<file path="src/design/rcg_ram.sv">
`timescale 1ns / 1ps
// ----------------------------------------------------------------------------
// rcg_ram: generic single-port RAM
// One write or one read per cycle, registered read data.
// ----------------------------------------------------------------------------
module rcg_ram #(
  parameter int unsigned Width = 8,
  parameter int unsigned Depth = 256
) (
  input  logic                     clk_i,
  input  logic                     we_i,
  input  logic [$clog2(Depth)-1:0] addr_i,
  input  logic [Width-1:0]         wdata_i,
  output logic [Width-1:0]         rdata_o
);
  logic [Width-1:0] mem_q [Depth];

  always_ff @(posedge clk_i) begin
    if (we_i) begin
      mem_q[addr_i] <= wdata_i;
    end
    rdata_o <= mem_q[addr_i];
  end
endmodule

</file>
<file path="config.mk">
export PLATFORM = sky130hd
export DESIGN_NAME = rcg_ram
export DESIGN_NICKNAME = d
export VERILOG_FILES = /design/src/design/rcg_ram.sv
export SDC_FILE = /design/constraint.sdc
export NUM_CORES = 2
export LEC_CHECK = 0
export CAP_MARGIN = 5
export CORE_ASPECT_RATIO = 1.4
export CORE_MARGIN = 2
export CORE_UTILIZATION = 65
export DETAILED_ROUTE_END_ITERATION = 6
export DONT_BUFFER_PORTS = 1
export PLACE_DENSITY_LB_ADDON = 0.05
export SYNTH_ARGS = -nofsm -noshare
export SYNTH_HDL_FRONTEND = slang
export SYNTH_SLANG_ARGS = --single-unit
</file>
<file path="constraint.sdc">
create_clock -name clk_i -period 5 [get_ports clk_i]
set_input_delay 0.75 -clock clk_i [delete_from_list [all_inputs] [get_ports clk_i]]
set_output_delay 0.75 -clock clk_i [all_outputs]
set_load 0.01 [all_outputs]
</file>
======== Word-level counts from Yosys, hierarchy flattened ========
Memory sizes are Yosys's and may differ from the RTL's. A register that Yosys moved wholly into a read port is not among the register bits.
Cells that the tools add are included.
Widths: inputs -> output; s select.
operators by class
  mux-type cells .......................... 2
operator list
  cell    number
  $mux 1  2
word-level totals
  register bits ........................... 0
  word-level logic and storage cells ...... 3
  bits of input ports ..................... 18
  output and inout bits ................... 8
  memories kept ........................... 1
  memory bits (writable) .................. 2048
memories
  memory  words  bits a word  rd ports  clocked after Yosys merged registers in  write ports  RTL line  RTL
  mem_q   256    8            1         1                                        1            16        logic [Width-1:0] mem_q [Depth];

======== Longest topological paths before layout ========
  word-level depth ........................ 2
  mapped depth ............................ 10
  depth with buffers taken out ............ 5

======== Least setup slack after synthesis ========
No wires, ideal clock.
  path kind ............................... input to register
  from .................................... input port addr_i[1]
  to ...................................... memory mem_q[111][0], enable pin
  path buffers ............................ 5
  data arrival time ....................... 2.599 ns
  required time ........................... 4.630 ns
  setup time .............................. 0.370 ns
  setup slack ............................. 2.031 ns
  stages .................................. 9
  path through ............................ buf_2 -> clkbuf_1 -> clkbuf_1 -> nand2_1 -> buf_2 -> nor2_1 -> nand2_1 -> clkbuf_1 -> nor2_1
RTL lines
  what             RTL line  RTL
  start, declared  12        input logic [$clog2(Depth)-1:0] addr_i,
  end, declared    16
Straight into the memory's write port.

======== Final worst setup path ========
  from .................................... input port addr_i[0]
  to ...................................... memory mem_q[141][6], enable pin
Straight into the memory's write port.

==> metrics.txt <==
Hold Worst Slack=0.03890 ns; cells after synthesis=3547; crit start category=input pin; RSZ-0062 raised after global routing=no; CP dominant cell by count=nor2_1; Pins Over Slew Limit=252; critical path depth=5; # port buffers=0; vias in the first global route=38120; Worst setup EP type=register; CP Buf/Inv Count=1; Worst Reg-to-Reg Cells=5; Starting Density=65.66%; Clk Latency, worst-skew pair=0.81 ns; grt total ovfl=0; GR Util All Layers=30.16%; setup violators final=0; Achievable Freq=221.5 MHz; number of max-cap violations=0; slowest cell on the critical path=nand2b_1; share of cells above drive strength 1=23.62%; post-synthesis sequential area ratio=78.55%; H-tree levels=4; Die X=297.7 um; pin count of the biggest net entering global routing=519; worst slew pin tran=2.252 ns; filler cell count=6876; Yosys reg bits=2056; Resized Gates After CTS=0; global-route wire length before repair=265.5 mm; Area Growth Syn to Fin=9.880%; synthesized area per cell=22.13 sq um; Final nets=3608; DR pass1 iterations=6; Worst Skew=0.02316 ns; CTS Sinks=2056; crit path cell chain=nand2b_1 > nor2_1 > nand2_1 > buf_4 > nor2_1; Hold Crit Depth=0; CORE AREA=119600 sq um; Ys Warns=0; Post-CTS Hold Buffers=1; setup_tns=0 ns; clk slew on worst S/H paths=0.06 ns; row cnt=150; final worst path period share=90.31%; CP required=5.44 ns; Largest delay share family, worst path=simple AND/OR/NAND/NOR gates; flop2flop setup slack=2.04 ns; Critical Path AT=4.96 ns; Pleak=26.07 nW; Slew headroom=-50.11%; DR WL/cell=34.08 um; RR Startpoint=mem_q[171][7]$_DFFE_PP_; Clock Path Buffers=3; synth unique cells=22; Clock Tree Root=clkbuf_16; RD Place Congestion=0.8121; post-DR vias/cell=6.941; DP Wirelength=102.3 mm; Hold Vio Cnt, Final=0; TritonCTS Buffers=182; Vias=37050; WS Path Type=in2reg; RR Endpoint=rdata_o[7]$_DFF_P_; failing checks=slew limit; I/O pin cnt=26; Die Span Y=415.2 um; CP max FO=518; status=finished, violations left; commonest non-fill, non-tap cells in the layout=edfxtp_1 (2048), mux4_2 (512), a22oi_1 (256); maximum vdd drop=0.0004106 V; Post-Syn Area=78490 sq um; Post-Syn Nets=3565; Worst Setup EP=mem_q[141][6]$_DFFE_PP_; Iter 0 DRT Violations=4466; Power Dens Cells=396.4 nW/um^2; commonest non-fill, non-tap cell in the layout=edfxtp_1; Remaining DRCs=0; post-CTS setup buffer count=0; crit path launch=addr_i[0]; area of the die=123600 sq um; crit-path max cell delay=0.91 ns; initial antenna violation count=4; CTS tree=yes; Routed WL=181.9 mm; Hold Path Class=in2reg; min Tclk post-route=4.515 ns; post-route antenna net violation count=0
## report_power, final
group | leakage [nW] | switching [mW] | internal [mW]
combinational | 4.67 | 0.496 | 0.506
clock | 2.93 | 5.97 | 8.18
sequential | 18.5 | 0.0349 | 19.0
## kinds of logic (layout without fill, tap and decap cells)
group,after synthesis,count (layout),synth area share [%]
other cells,0,3,0
mux,512,512,14.69
buf+inv,233,424,1.401
compound gates,416,416,3.622
simple gates,330,330,1.733
flops,2056,2056,78.55
## registers in the layout (all words and copies together) (netlist names)
name	flops
mem_q	2048
rdata_o	8
## synthesized netlist by cell type, drive strengths merged
library cell | number | area, sq um
buf | 87 | 551.8
and2 | 3 | 18.77
nand3 | 13 | 65.06
or2 | 2 | 12.51
nand4 | 8 | 50.05
nand2 | 28 | 105.1
nor2 | 232 | 870.8
mux4 | 512 | 11530
edfxtp | 2048 | 61500
or3 | 1 | 6.260
a22oi | 256 | 1922
dfxtp | 8 | 160.2
clkbuf | 145 | 544.3
inv | 1 | 3.750
nor2b | 7 | 43.79
nand2b | 6 | 37.54
nor3 | 30 | 150.1
o41ai | 32 | 280.3
a21oi | 128 | 640.6
## worst register-to-register path, cell delays in order (launching register included)
cell and delay, ns:
edfxtp_1 0.37, mux4_2 0.49, a22oi_1 0.34, a21oi_1 0.21
o41ai_1 1.12, nand4_1 0.22
## metrics by stage
step,total power [mW],area (sq um),cells,setup slack (ns),util [%]
4_1_cts,34.28,86220,5331,1.900,72.12
5_1_grt,34.93,86240,5334,1.191,72.14
2_1_floorplan,20.22,78490,3547,2.031,-
3_5_place_dp,20.36,80190,4998,0.9984,67.08
3_3_place_gp,20.34,80100,4992,0.6370,67.00
6_report,34.19,86250,5337,0.4845,72.14
## per-layer routing
metal / wire length [um] / vias up / GRT usage [%] / share of wire (%)
li1: - / 15120 / - / -
met1: 66140 / 19780 / 39.94 / 36
met2: 94460 / 1777 / 50.53 / 52
met3: 13650 / 359 / 5.400 / 7.5
met4: 7602 / 4 / 12.10 / 4.2
met5: 28 / - / 0 / 0.015
## worst min-delay path by stage
| stage | start | endpoint | slack, ns |
|---|---|---|---|
| final | wdata_i[2] | mem_q[70][2]$_DFFE_PP_ | 0.04 |
| after global routing | wdata_i[2] | mem_q[70][2]$_DFFE_PP_ | 0.004 |
| after CTS | wdata_i[6] | mem_q[170][6]$_DFFE_PP_ | 0.008 |
| after detailed placement | wdata_i[4] | mem_q[66][4]$_DFFE_PP_ | 0.87 |
| after global placement | wdata_i[4] | mem_q[66][4]$_DFFE_PP_ | 0.87 |
| after floorplan | mem_q[146][0]$_DFFE_PP_ | rdata_o[0]$_DFF_P_ | 0.82 |
## area by class of cell
cell class	count	area (sq um)	area share (%)
clock buffers	234	4971	5.764
clock inverters	98	1044	1.210
flip-flops and latches	2056	61660	71.49
multi-input cells	1258	15870	18.40
diodes	3	7.507	0.008704
inverters	1	3.754	0.004352
repair buffers	91	695.7	0.8066
well taps	1596	1997	2.315
No activity file was read; power rests on OpenSTA's default activity.
