**src/design/rcg_pkg.sv**
```systemverilog
`timescale 1ns / 1ps
// ----------------------------------------------------------------------------
// rcg_pkg: shared types and constants of the rolling cost grid
// Sizes, opcodes, register indexes and sequencer states.
// ----------------------------------------------------------------------------
package rcg_pkg;
  localparam int unsigned MaxWidth  = 256;
  localparam int unsigned MaxHeight = 256;
  localparam int unsigned XW = $clog2(MaxWidth);
  localparam int unsigned YW = $clog2(MaxHeight);
  localparam int unsigned AW = XW + YW;
  localparam int unsigned DEPTH = MaxWidth * MaxHeight;

  typedef enum logic [1:0] {
    OP_READ  = 2'd0,
    OP_WRITE = 2'd1,
    OP_CLEAR = 2'd2,
    OP_SHIFT = 2'd3
  } op_e;

  typedef enum logic [1:0] {
    REG_WIDTH  = 2'd0,
    REG_HEIGHT = 2'd1,
    REG_RES    = 2'd2,
    REG_DEF    = 2'd3
  } reg_e;

  typedef enum logic [3:0] {
    ST_INIT, ST_IDLE, ST_RDWAIT, ST_CLEAR, ST_DIV, ST_MUL, ST_SWEEP_RD, ST_SWEEP_WR,
    ST_OUT
  } state_e;

  typedef struct packed {
    logic        start;
    logic        sgn;
    logic [32:0] mag;
  } div_req_t;
endpackage

```
**src/design/rcg_div.sv**
```systemverilog
`timescale 1ns / 1ps
// ----------------------------------------------------------------------------
// rcg_div: serial restoring divider
// Divides a 33-bit magnitude by a 31-bit divisor, one quotient bit a cycle.
// ----------------------------------------------------------------------------
module rcg_div (
  input  logic             clk_i,
  input  logic             rst_ni,
  input  rcg_pkg::div_req_t req_i,
  input  logic [30:0]      den_i,
  output logic             done_o,
  output logic [33:0]      quo_o
);
  import rcg_pkg::*;

  logic [32:0] q_q, q_d;
  logic [31:0] r_q, r_d;
  logic [5:0]  cnt_q, cnt_d;
  logic        busy_q, busy_d, sgn_q, sgn_d, done_q, done_d;
  logic [32:0] trial;

  always_comb begin
    q_d = q_q;
    r_d = r_q;
    cnt_d = cnt_q;
    busy_d = busy_q;
    sgn_d = sgn_q;
    done_d = busy_q && (cnt_q == 6'd1);
    trial = {r_q, q_q[32]};
    if (req_i.start) begin
      q_d = req_i.mag;
      r_d = '0;
      cnt_d = 6'd33;
      busy_d = 1'b1;
      sgn_d = req_i.sgn;
    end else if (busy_q) begin
      if (trial >= {2'b0, den_i}) begin
        r_d = 32'(trial - {2'b0, den_i});
        q_d = {q_q[31:0], 1'b1};
      end else begin
        r_d = trial[31:0];
        q_d = {q_q[31:0], 1'b0};
      end
      cnt_d = cnt_q - 6'd1;
      if (cnt_q == 6'd1) begin
        busy_d = 1'b0;
      end
    end
  end

  always_ff @(posedge clk_i or negedge rst_ni) begin
    if (!rst_ni) begin
      busy_q <= 1'b0;
      cnt_q <= '0;
      done_q <= 1'b0;
    end else begin
      busy_q <= busy_d;
      cnt_q <= cnt_d;
      done_q <= done_d;
    end
  end

  always_ff @(posedge clk_i) begin
    q_q <= q_d;
    r_q <= r_d;
    sgn_q <= sgn_d;
  end

  assign done_o = done_q;
  assign quo_o = sgn_q ? 34'(-$signed({1'b0, q_q})) : {1'b0, q_q};
endmodule

```
**config.mk**
```make
export PLATFORM = sky130hd
export DESIGN_NAME = rcg_div
export DESIGN_NICKNAME = d
export VERILOG_FILES = /design/src/design/rcg_pkg.sv /design/src/design/rcg_div.sv
export SDC_FILE = /design/constraint.sdc
export NUM_CORES = 1
export LEC_CHECK = 0
export ABC_CLOCK_PERIOD_IN_PS = 5300
export BUFFER_PORTS_ARGS = -buffer_cell sky130_fd_sc_hd__buf_2
export CAP_MARGIN = 25
export CORE_ASPECT_RATIO = 0.6
export CORE_MARGIN = 2
export CORE_UTILIZATION = 24
export DETAILED_ROUTE_END_ITERATION = 8
export PLACE_DENSITY = 0.43
export SETUP_SLACK_MARGIN = 0.1
export SYNTH_ARGS = -nofsm -noshare
export SYNTH_HDL_FRONTEND = slang
export SYNTH_SLANG_ARGS = --single-unit
```
**constraint.sdc**
```tcl
create_clock -name clk_i -period 5.3 [get_ports clk_i]
set_clock_uncertainty 0.05 [all_clocks]
set_input_delay 0.795 -clock clk_i [delete_from_list [all_inputs] [get_ports clk_i]]
set_output_delay 0.795 -clock clk_i [all_outputs]
set_load 0.005 [all_outputs]
```
## Word level (Yosys, flattened, before mapping)

Index checks and enable logic that the tools add are counted.
Widths: inputs -> output; s select.

| word-level totals | value |
|---|---|
| register bits after elaboration | 74 |
| logic and storage cells | 23 |
| output and inout bits | 35 |
| input port bits | 68 |

| cells by class | value |
|---|---|
| reductions and logical operators | 2 |
| add/sub/neg operators | 3 |
| equal/unequal tests | 1 |
| muxes and demuxes | 10 |
| order comparisons | 1 |

Operators with widths:

| cell | count |
|---|---|
| $mux 33 | 2 |
| $mux 34 | 1 |
| $neg 33->34 | 1 |
| $ge 33x31->1 | 1 |
| $mux 32 | 1 |
| $sub 32x31->32 | 1 |
| $mux 6 | 2 |
| $eq 6x1->1 const B | 1 |
| $sub 6x1->6 const B | 1 |
| $mux 1 | 4 |
| $reduce_bool 2->1 | 1 |
| $logic_and 1x1->1 | 1 |

## Longest topological paths before layout

Gate-level depths: netlist of the first run.

| depth | value |
|---|---|
| depth after elaboration | 4 |
| gate-level depth with buffers | 15 |
| mapped depth without buffers | 14 |

## Worst setup path before layout of the first run

OpenSTA, ideal clock, no wires.

| timing path | value |
|---|---|
| path type | flip-flop to output port |
| start | register q_q[6] |
| end | output port quo_o[30] |
| buffers on the path | 0 |
| slack | 1714 ps |
| cell stages (with the launch flop) | 10 |
| data arrival time | 2741 ps |
| required time | 4455 ps |
| cells stage by stage | edfxtp_1 or3_4 nor2_4 nand3_2 or3_4 nand2b_4 or4_4 or3_4 o41ai_2 xnor2_1 |

| between the ends | value |
|---|---|
| longest elaborated chain between the ends | 2 |

Ends and longest elaborated chain:

| what | RTL line | text |
|---|---|---|
| from (decl) | rcg_div.sv:16 | `logic [32:0] q_q, q_d;` |
| from (signal assigned) | rcg_div.sv:64 | `q_q <= q_d;` |
| $neg 33->34 | rcg_div.sv:70 | `assign quo_o = sgn_q ? 34'(-$signed({1'b0, q_q})) : {1'b0, q_q};` |
| $mux 34 | rcg_div.sv:70 |  |
| to (decl) | rcg_div.sv:12 | `output logic [33:0] quo_o` |

No other way between the ends.

## Final worst setup path of the first run

| timing path | value |
|---|---|
| start | register q_q[8] |
| end | output port quo_o[29] |

Same word-level chain as after synthesis.

==> results of run 1 <==
-- final timing paths --
| check | startpoint | slack (ns) | depth (start not counted) | end |
|---|---|---|---|---|
| setup / recovery | q_q[8] | 0.92 | 11 | quo_o[29] |
| hold / removal | rst_ni | 0.22 | 1 | cnt_q[0] |
| setup reg to reg | q_q[32] | 1.62 | 14 | r_q[30] |
| hold reg to reg | r_q[26] | 0.44 | 2 | r_q[26] |
| max in group asynchronous | rst_ni | 4.78 | 1 | busy_q |
| min in group clk_i | r_q[26] | 0.44 | 2 | r_q[26] |
-- layout make-up --
type / count / area (um2) / area share (%)
multi-input combinational: 482 / 3510 / 51.2
sequential: 74 / 1860 / 27.2
timing repair buffer: 109 / 603 / 8.80
tap: 315 / 394 / 5.75
clock buffer: 11 / 264 / 3.85
inverter: 43 / 161 / 2.35
clock inverter: 5 / 57.6 / 0.839
-- critical path, cell delays in order, from the launching register on --
cell and delay [ns]:
edfxtp_1 0.44, or3_4 0.43, nor2_4 0.10, nand3_1 0.14
or3_1 0.44, inv_1 0.09, nand2_1 0.11, or4_1 0.49
or3_1 0.44, o31ai_2 0.23, xnor2_1 0.13, buf_2 0.12
-- cell usage after synthesis, types with 24 or more instances --
cell | instances | share of area [%]
nand2_1 | 44 | 2.9
nor2_1 | 52 | 3.5
a21oi_1 | 39 | 3.5
inv_1 | 42 | 2.8
ha_1 | 34 | 7.5
dfxtp_1 | 32 | 11
mux2_2 | 31 | 6.2
a211oi_1 | 31 | 4.1
edfxtp_1 | 34 | 18
o21ai_0 | 27 | 2.4
clkbuf_1 | 24 | 1.6
xnor2_1 | 49 | 7.6
-- state kept, by name (all words and copies together), names as in the netlist --
name and cells:
cnt_q 6, r_q 32, sgn_q 1, done_o 1, busy_q 1, q_q 33
-- per-layer routing --
metal / vias up / share of wire, % / GRT usage (%) / routed length, um
met5: - / 0 / 0 / 0
li1: 2468 / - / - / -
met2: 82 / 35 / 16.3 / 5710
met3: 11 / 3.8 / 3.43 / 624
met4: 0 / 0.94 / 3.45 / 153
met1: 2232 / 60 / 22.4 / 9770
-- cell families (layout without fill, tap and decap cells) --
family,count (synthesis),in the layout,share of synthesized area (%)
AOI/OAI and AO/OA,182,182,21.4
and+or+nand+nor,156,156,14.1
DFF,74,74,33.0
buffers and inverters,73,168,4.97
xor gates and xnor gates,60,60,9.31
muxes,49,49,9.38
adders and majority gates,35,35,7.89
-- stage by stage --
step,std cells,worst slack [ns]
2_1_floorplan,629,1.71
3_3_place_gp,1021,1.23
3_5_place_dp,1022,1.22
4_1_cts,1038,0.920
5_1_grt,1039,0.726
6_report,1039,0.920
-- power breakdown --
part / switching (mW) / internal (mW) / total (mW)
Clock: 0.278 / 0.408 / 0.686
Sequential: 0.200 / 0.800 / 1.00
Combinational: 0.940 / 0.786 / 1.73
Total: 1.42 / 1.99 / 3.41
==> metrics.txt, run 1 <==
outcome=completed; Worst Path Required=4.45 ns; # DRC=0; Placed Area=~6500 um2; GRT Util Overall=a little over an eighth; fin area=6860 um2; critical path class=reg2out; TritonCTS Buffers=9; CTS tree=built; Startpoint Class=flip-flop; total power=approximately 3.4 mW; Worst Setup End Kind=output pin; Slew headroom=approximately a third; cts hold-fix bufs=0; Synth Net Count=732; routed len/inst=between 15 and 20 um; period utilisation layout=roughly 83%; # fillers=2465; post-route ant nets=0; first-pass iteration count of the detailed router=5; Hold Vio Cnt, Final=0; Synth Area per Inst=around 9 um2; Synth Register Bits=74; Final Setup Violations=0; synth warn=0; # IOs=approximately 100; min-delay worst type=in2async; routability cong.=0.761; post-CTS setup buffers=0; CTS Sinks=74; vias per cell=4.61; die area=~25000 um2; maximum vdd drop=roughly 0.14 mV; die outline width=~200 um; Initial DRC Count=250; Pleak=~3 nW; via count=roughly 4800; Util after Layout=between 20% and 30%; grt total ovfl=0; layout cells sized above 1=approximately a quarter; CTS resizes=0; area grow syn2layout=21.5%; clock latency on the worst-skew pair=0.36 ns; most common cell after layout, fill and taps aside=buf_2; clk root buf=clkbuf_16; Mapped Area=5640 um2; critical path peak fanout=4; largest net degree at the start of global routing=37; starting density of the core=24.5%; Post-layout nets=822; Max Cap Viol=0; Synth cell types=62; PD cells=around 500 nW/um2; H-tree depth=3; Longest Clk Path Bufs=2; n_diodes=0; core area=around 23000 um2; setup TNS=0 ns; HPWL after detailed placement=between 10 and 15 mm; final WL=around 16 mm; Worst-path clk slew=about 0.070 ns; Top FF cell, synth=edfxtp_1; Mapped Cells=around 630; commonest cells after routing, fill and taps aside=102 x buf_2, 52 x nor2_1, 49 x xnor2_1; clock period minus final worst setup slack=around 4.4 ns; sequential-to-total area share from yosys stat=between 30% and 40%; row cnt=43; unrepaired setup endpoints after global routing=false; I/O Buffers=between 100 and 150; Worst-Margin Slew=0.969 ns; vias in the first global route=roughly 4600; Peak Freq=228 MHz; antenna violations before repair=0; Hold Slack=0.224 ns; first-pass GRT wire length=between 20 and 30 mm; EDFF count, synth=34; post-synthesis async set-or-reset flop share=around 11%; Die H=about 120 um; WP data arrival=around 3.5 ns; max-slew violations=0
No activity file was read; power rests on OpenSTA's default activity.
==> inputs of run 2 (changes only) <==
Settings changed: ABC_CLOCK_PERIOD_IN_PS 5300 to 4100.
Clock period 5.3 ns to 4.1 ns, I/O delays scaled along.
==> run 2 against run 1 <==
  * Hold slack got worse by 0.18 ns
  * Critical path depth is 1 lower
  * Global-route usage is 0.19 points lower
  * Clock power is 13% higher
  * Register-to-register slack worse by 1.2 ns
  * Highest routed layer unchanged
==> metrics.txt, run 2 (synthesized netlist as in run 1, its figures left out) <==
outcome=completed; crit-path cells=or3_4, nor2_4, nand3_2, or3_4, nand2b_4, or4_4, or3_4, o41ai_4, xnor2_1, buf_2; n_diodes=0; setup TNS=0 ns; CTS tree=built; # fillers=around 2500; largest net degree at the start of global routing=35; most used cell, CP=or3_4; die area=24800 um2; routed len/inst=15.5 um; clock latency on the worst-skew pair=around 0.35 ns; antenna violations before repair=0; starting density of the core=between 20 and 25%; Worst Path Required=3.43 ns; GR Layer Usage met3=approximately 3.7%; first-pass GRT wire length=25.7 mm; # IOs=around 100; fin cells=roughly 1100; Longest Clk Path Bufs=2; crit-path max cell delay=roughly 0.43 ns; WP data arrival=3.27 ns; Peak Freq=between 200 and 300 MHz; Slew headroom=a little under two fifths; Hold Slack=just under 0.05 ns; slowest cell on the critical path=or4_4; CP startpoint=q_q[8]; register area=approximately 1900 um2; met2 Usage GRT=between 10% and 20%; multi-input logic area=between 3000 and 4000 um2; die outline width=slightly above 200 um; min-delay worst type=in2async; grt total ovfl=0; vias in the first global route=about 4500; core area=roughly 23000 um2; Final Setup Violations=0; Initial DRC Count=210; worst reg-to-reg path cell count=14; row cnt=43; clock period minus final worst setup slack=~3.9 ns; first-pass iteration count of the detailed router=5; Max Cap Viol=0; CTS Sinks=74; layout cells sized above 1=about a quarter; Critical R2R Launch=q_q[32]; met1 Use GR=22.4%; critical path class=reg2out; TritonCTS Buffers=9; Worst-Margin Slew=0.928 ns; Startpoint Class=flip-flop; I/O Buffers=102; PD cells=about 630 nW/um2; Worst-path clk slew=0.06 ns; fin area=around 7000 um2; Pleak=approximately 3 nW; post-route ant nets=0; Worst Setup End Kind=output pin; Die H=123 um; GRT Util Overall=between 10% and 20%; vias per cell=between 4 and 5; Post-layout nets=about 840; largest registers=q_q x33, r_q x32, cnt_q x6; commonest cells after routing, fill and taps aside=102 x buf_2, 52 x nor2_1, 49 x xnor2_1; routability cong.=roughly 0.75; Post-Place Cells=approximately 1000; area grow syn2layout=23.5%; via count=4835; critical path peak fanout=3; HPWL after detailed placement=approximately 12 mm; Placed Area=about 6600 um2; largest register by flop count=q_q; clk root buf=clkbuf_16; unrepaired setup endpoints after global routing=true; H-tree depth=3; most common cell after layout, fill and taps aside=buf_2; Hold Vio Cnt, Final=0; maximum vdd drop=roughly 0.32 mV; max FFs per register=33; period utilisation layout=a little over nine tenths; final WL=16.4 mm; busiest grt layer=met1; max-slew violations=0; # DRC=0
run 2: cell count changes in the layout (fill, tap and decap cells not counted), moves of 2 or more:
cell      previous run  this run
buf_16               2         0
buf_4                5        26
clkinv_2             1         3
or3_1                3         1
or3_4                3         5
or4_1                4         2
or4_4                1         3
run 2: routing by layer:
metal / vias to the layer above / share of wire, %
met5: - / 0
met4: 0 / 0.68
met3: 6 / 4.7
met2: 83 / 35
met1: 2242 / 59
li1: 2504 / -
run 2: cell type report:
class	instances	share of cell area [%]
Clock buffer	11	3.48
Timing Repair Buffer	129	10.4
Sequential cell	74	26.7
Tap cell	315	5.65
Multi-Input combinational cell	482	51.0
Inverter	43	2.31
Clock inverter	5	0.431
run 2: repair_timing:
action,4_1_cts,5_1_grt
endpoints found under the setup margin,7,8
gates cloned,0,0
pin swaps,3,2
gates resized for setup,5,2
setup buffers,3,11
hold buffers,0,0
run 2: where the power goes:
part | switching (mW) | internal (mW)
combinational | 1.21 | 1.08
clock | 0.349 | 0.426
sequential | 0.268 | 1.03
run 2: critical path, delay by kind of cell, from the launching register on:
kind,cells,cell delay [ns]
XOR/XNOR,1,0.15
flip-flops,1,0.38
buffers and inverters,1,0.13
AO/OA/AOI/OAI,1,0.24
AND/OR/NAND/NOR,7,2.02
run 2: per-stage QoR:
stage | setup WS, ns | utilization [%] | total power [mW]
after floorplan | 0.694 | - | 2.91
after global placement | 0.338 | 28.4 | 3.59
after detailed placement | 0.331 | 28.4 | 3.55
after CTS | 0.0804 | 29.8 | 4.37
after global routing | 0.0215 | 30.2 | 4.75
final | 0.162 | 30.2 | 4.36
run 2: worst paths after layout:
kind | endpoint | slack, ns
worst max-delay path | quo_o[30] | 0.16
worst min-delay path | done_o | 0.05
worst max register to register | r_q[30] | 0.44
worst min register to register | r_q[17] | 0.44
max in group asynchronous | busy_q | 3.77
min in group clk_i | sgn_q | 0.39
